**config.mk**
```make
export PLATFORM = sky130hd
export DESIGN_NAME = ppdf_ram
export DESIGN_NICKNAME = d
export VERILOG_FILES = /design/src/hw/rtl/ppdf_ram.sv
export SDC_FILE = /design/constraint.sdc
export NUM_CORES = 2
export LEC_CHECK = 0
export ABC_CLOCK_PERIOD_IN_PS = 4300
export BUFFER_PORTS_ARGS = -buffer_cell sky130_fd_sc_hd__buf_2
export CELL_PAD_IN_SITES_DETAIL_PLACEMENT = 1
export CELL_PAD_IN_SITES_GLOBAL_PLACEMENT = 1
export CORE_MARGIN = 5
export CORE_UTILIZATION = 56
export DETAILED_ROUTE_END_ITERATION = 8
export HOLD_SLACK_MARGIN = 0.15
export PLACE_DENSITY = 0.89
export RECOVER_POWER = 25
export SKIP_CTS_REPAIR_TIMING = 1
export SLEW_MARGIN = 40
export SYNTH_ARGS = -nofsm -noshare
export SYNTH_HDL_FRONTEND = slang
export SYNTH_SLANG_ARGS = --single-unit
```
**constraint.sdc**
```tcl
create_clock -name clk -period 4.3 [get_ports clk]
set_input_delay 0.43 -clock clk [delete_from_list [all_inputs] [get_ports clk]]
set_output_delay 0.43 -clock clk [all_outputs]
set_load 0.05 [all_outputs]
```
**src/hw/rtl/ppdf_ram.sv**
```systemverilog
// Generic simple dual-port RAM with one write port and a registered read port.
module ppdf_ram #(
	parameter int WIDTH = 8,
	parameter int DEPTH = 256
) (
	input  logic                     clk,
	input  logic                     we,
	input  logic [$clog2(DEPTH)-1:0] waddr,
	input  logic [WIDTH-1:0]         wdata,
	input  logic                     re,
	input  logic [$clog2(DEPTH)-1:0] raddr,
	output logic [WIDTH-1:0]         rdata
);

	logic [WIDTH-1:0] mem_q [DEPTH];
	logic [WIDTH-1:0] rdata_q;

	always_ff @(posedge clk) begin
		if (we) begin
			mem_q[waddr] <= wdata;
		end
		if (re) begin
			rdata_q <= mem_q[raddr];
		end
	end

	assign rdata = rdata_q;

endmodule

```
==> out/qor.yml <==
outcome: "finished, violations left"
violations: "max-capacitance violations, max-slew violations"
leakage_nw: 27.53
die_h_um: 387.1
setup_tns_ns: 0
start_kind: "primary input"
max_stage_delay_ns: 2.67
synth_flop_cell: "edfxtp_1"
finalPower_w: 0.04251
rsz0062_at_grt: "false"
async_flop_share_pct: 0
powerDensity_nw_per_um2: 475.2
slew_violations: 675
syn_to_final_growth_pct: 12.32
hold_violations: 0
clk_pin_slew_worst_paths_ns: 0.06
fp.dieArea_um2: 149900
met3_length_mm: 37.99
drive_gt1_share_pct: 27.38
clock_path_buffers: 3
dp_hpwl_mm: 135.3
cts_tree: "built"
finClkSkew_ns: 0.06774
io_pins: 35
cap_violations: 10
gr-total-overflow: 0
cts.htree.levels: 4
clk_latency_ns: 0.90
yosys_register_bits: 2056
initial_core_util_pct: 56.31
syn_nets: 3760
synth_seq_area_share_pct: 77.53
post-route-drc-count: 0
synthMuxAreaShare_pct: 14.60
design_area_um2: 89440
top_layer: "met5"
synthXorXnorAreaFrac_pct: 0
hp-start: "wdata[4]"
vias_per_cell: 7.603
synth_edf_count: 2056
grt_pass1_wl_mm: 355.9
yosys.area.top_type_share_pct: 77.53
fill_cells: 11220
crit_fanout: 156
yosysTopAreaCell: "edfxtp_1"
gp_congestion: 0.8718
ant_nets: 0
clock-root-buffer: "clkbuf_16"
crit_family: "buffers and inverters"
portBuffers: 34
fmax_mhz: 259.4
via_count: 45480
netlist_instances: 3733
dpl_cell_area_um2: 82650
antenna_found_initial: 18
rows: 138
criticalPathCategory: "primary input to flop"
crit_required_ns: 4.80
drtPass1Iterations: 8
r2r_start: "mem_q[82][6]"
synth-compound-area-share_pct: 3.416
nets: 3943
drt-total-wl_mm: 265.5
worstSetupStartpoint: "wdata[7]"
hold_ws_ns: 0.1926
numCtsBuffers: 197
synth_cell_types: 54
syn-cell-area_um2: 79640
die_x_um: 387.1
finalCritPeriodShare_pct: 89.67
synth-simple-area-share_pct: 2.625
worstHoldPathType: "primary input to flop"
first_global_vias: 45190
synthAdderAreaFrac_pct: 0
tightest_slew_ns: 4.076
core_um2: 141400
period_needed_ns: 3.856
routed-wl-met2_mm: 123.3
avgSynthCellArea_um2: 21.33
synth.area.top_cells: "edfxtp_1, mux4_2, mux2i_1"
slew_headroom_pct: -171.7
synthTopCellsByCount: "edfxtp_1, mux4_2, nor2_1"
wirelength_met1_mm: 83.27
crit_chain: "clkbuf_2, clkbuf_2"
drt_first_iter_violations: 8658
cp_num_buf_inv: 2
synth_top_family_by_area: "multiplexers"
yosysWarningCount: 0
path_common_cell: "clkbuf_2"
grt_max_degree: 157
vdd_ir_drop_max_mv: 0.5007
finalSetupViolations: 0
cp-end-kind: "flop"
wl_per_cell_um: 44.39
clock-sinks: 2056
cp_slowest_cell: "clkbuf_2"
synth_most_common_cell: "edfxtp_1"
cp_data_arrival_time_ns: 4.36
grt.total_usage_pct: 33.33
==> worst reg2reg max path: cells and delay by family, from the launching register on <==
kind | cells | cell delay, ns
muxes | 1 | 0.50
and+or+nand+nor | 2 | 0.85
AOI/OAI and AO/OA | 3 | 1.08
DFF | 1 | 0.41
==> through the flow <==
step	std cells	worst slack (ns)	utilization, %
floorplan	3733	1.794	-
global placement	5593	0.5318	58.34
detailed placement	5597	0.3949	58.44
CTS	5956	1.120	62.91
global route	5966	0.5027	63.22
finish	5981	0.4443	63.25
==> cell usage in the layout (no fill, tap or decap), types with 8 or more instances in the layout <==
cell type / instances
a211oi_1: 16
a21oi_1: 94
a221oi_1: 13
a22o_1: 8
a22oi_1: 133
buf_12: 29
buf_2: 23
buf_4: 136
bufinv_16: 19
clkbuf_1: 45
clkbuf_16: 199
clkinv_1: 58
clkinv_2: 28
diode_2: 15
edfxtp_1: 2056
mux2i_1: 134
mux4_2: 454
nand2_1: 27
nand3_1: 28
nand4_1: 10
nor2_1: 126
nor2_2: 154
nor2b_1: 28
nor3_1: 21
nor4_1: 20
o211ai_1: 10
o21ai_0: 10
o221ai_1: 46
o22ai_1: 28
==> layout make-up <==
cell class / instances / area, µm² / share of cell area, %
Sequential cell: 2056 / 61740 / 69.03
Multi-Input combinational cell: 1442 / 16950 / 18.95
Clock buffer: 237 / 5122 / 5.727
Tap cell: 1890 / 2365 / 2.644
Timing Repair Buffer: 217 / 2032 / 2.272
Clock inverter: 122 / 1189 / 1.329
Antenna cell: 15 / 37.54 / 0.04197
Inverter: 2 / 7.507 / 0.008393
==> flip-flops by register name, summed over array words and instances (netlist names) <==
name / cells
mem_q: 2048
rdata: 8
==> worst paths after layout <==
kind	endpoint	slack (ns)	cells past startpoint
hold / removal	mem_q[216][4]	0.19	1
setup / recovery	mem_q[110][7]	0.44	2
setup reg to reg	rdata[6]	1.20	6
hold reg to reg	rdata[5]	1.29	6
==> layer usage <==
metal	track usage (%)	up-vias
met5	0	-
met4	18.29	14
met3	9.519	1267
met2	52.26	5203
met1	42.61	22910
li1	-	16080
==> cells by family after synthesis <==
group,Yosys count
AOI/OAI and AO/OA,385
and+or+nand+nor,466
muxes,591
DFF,2056
buffers and inverters,235
==> power by group <==
part	internal, W	switching (W)	leakage (nW)
registers	0.0221	0.0000366	18.5
clock network	0.00967	0.00837	3.07
logic	0.000722	0.00161	5.97
Power figures use the tool's default switching activity.
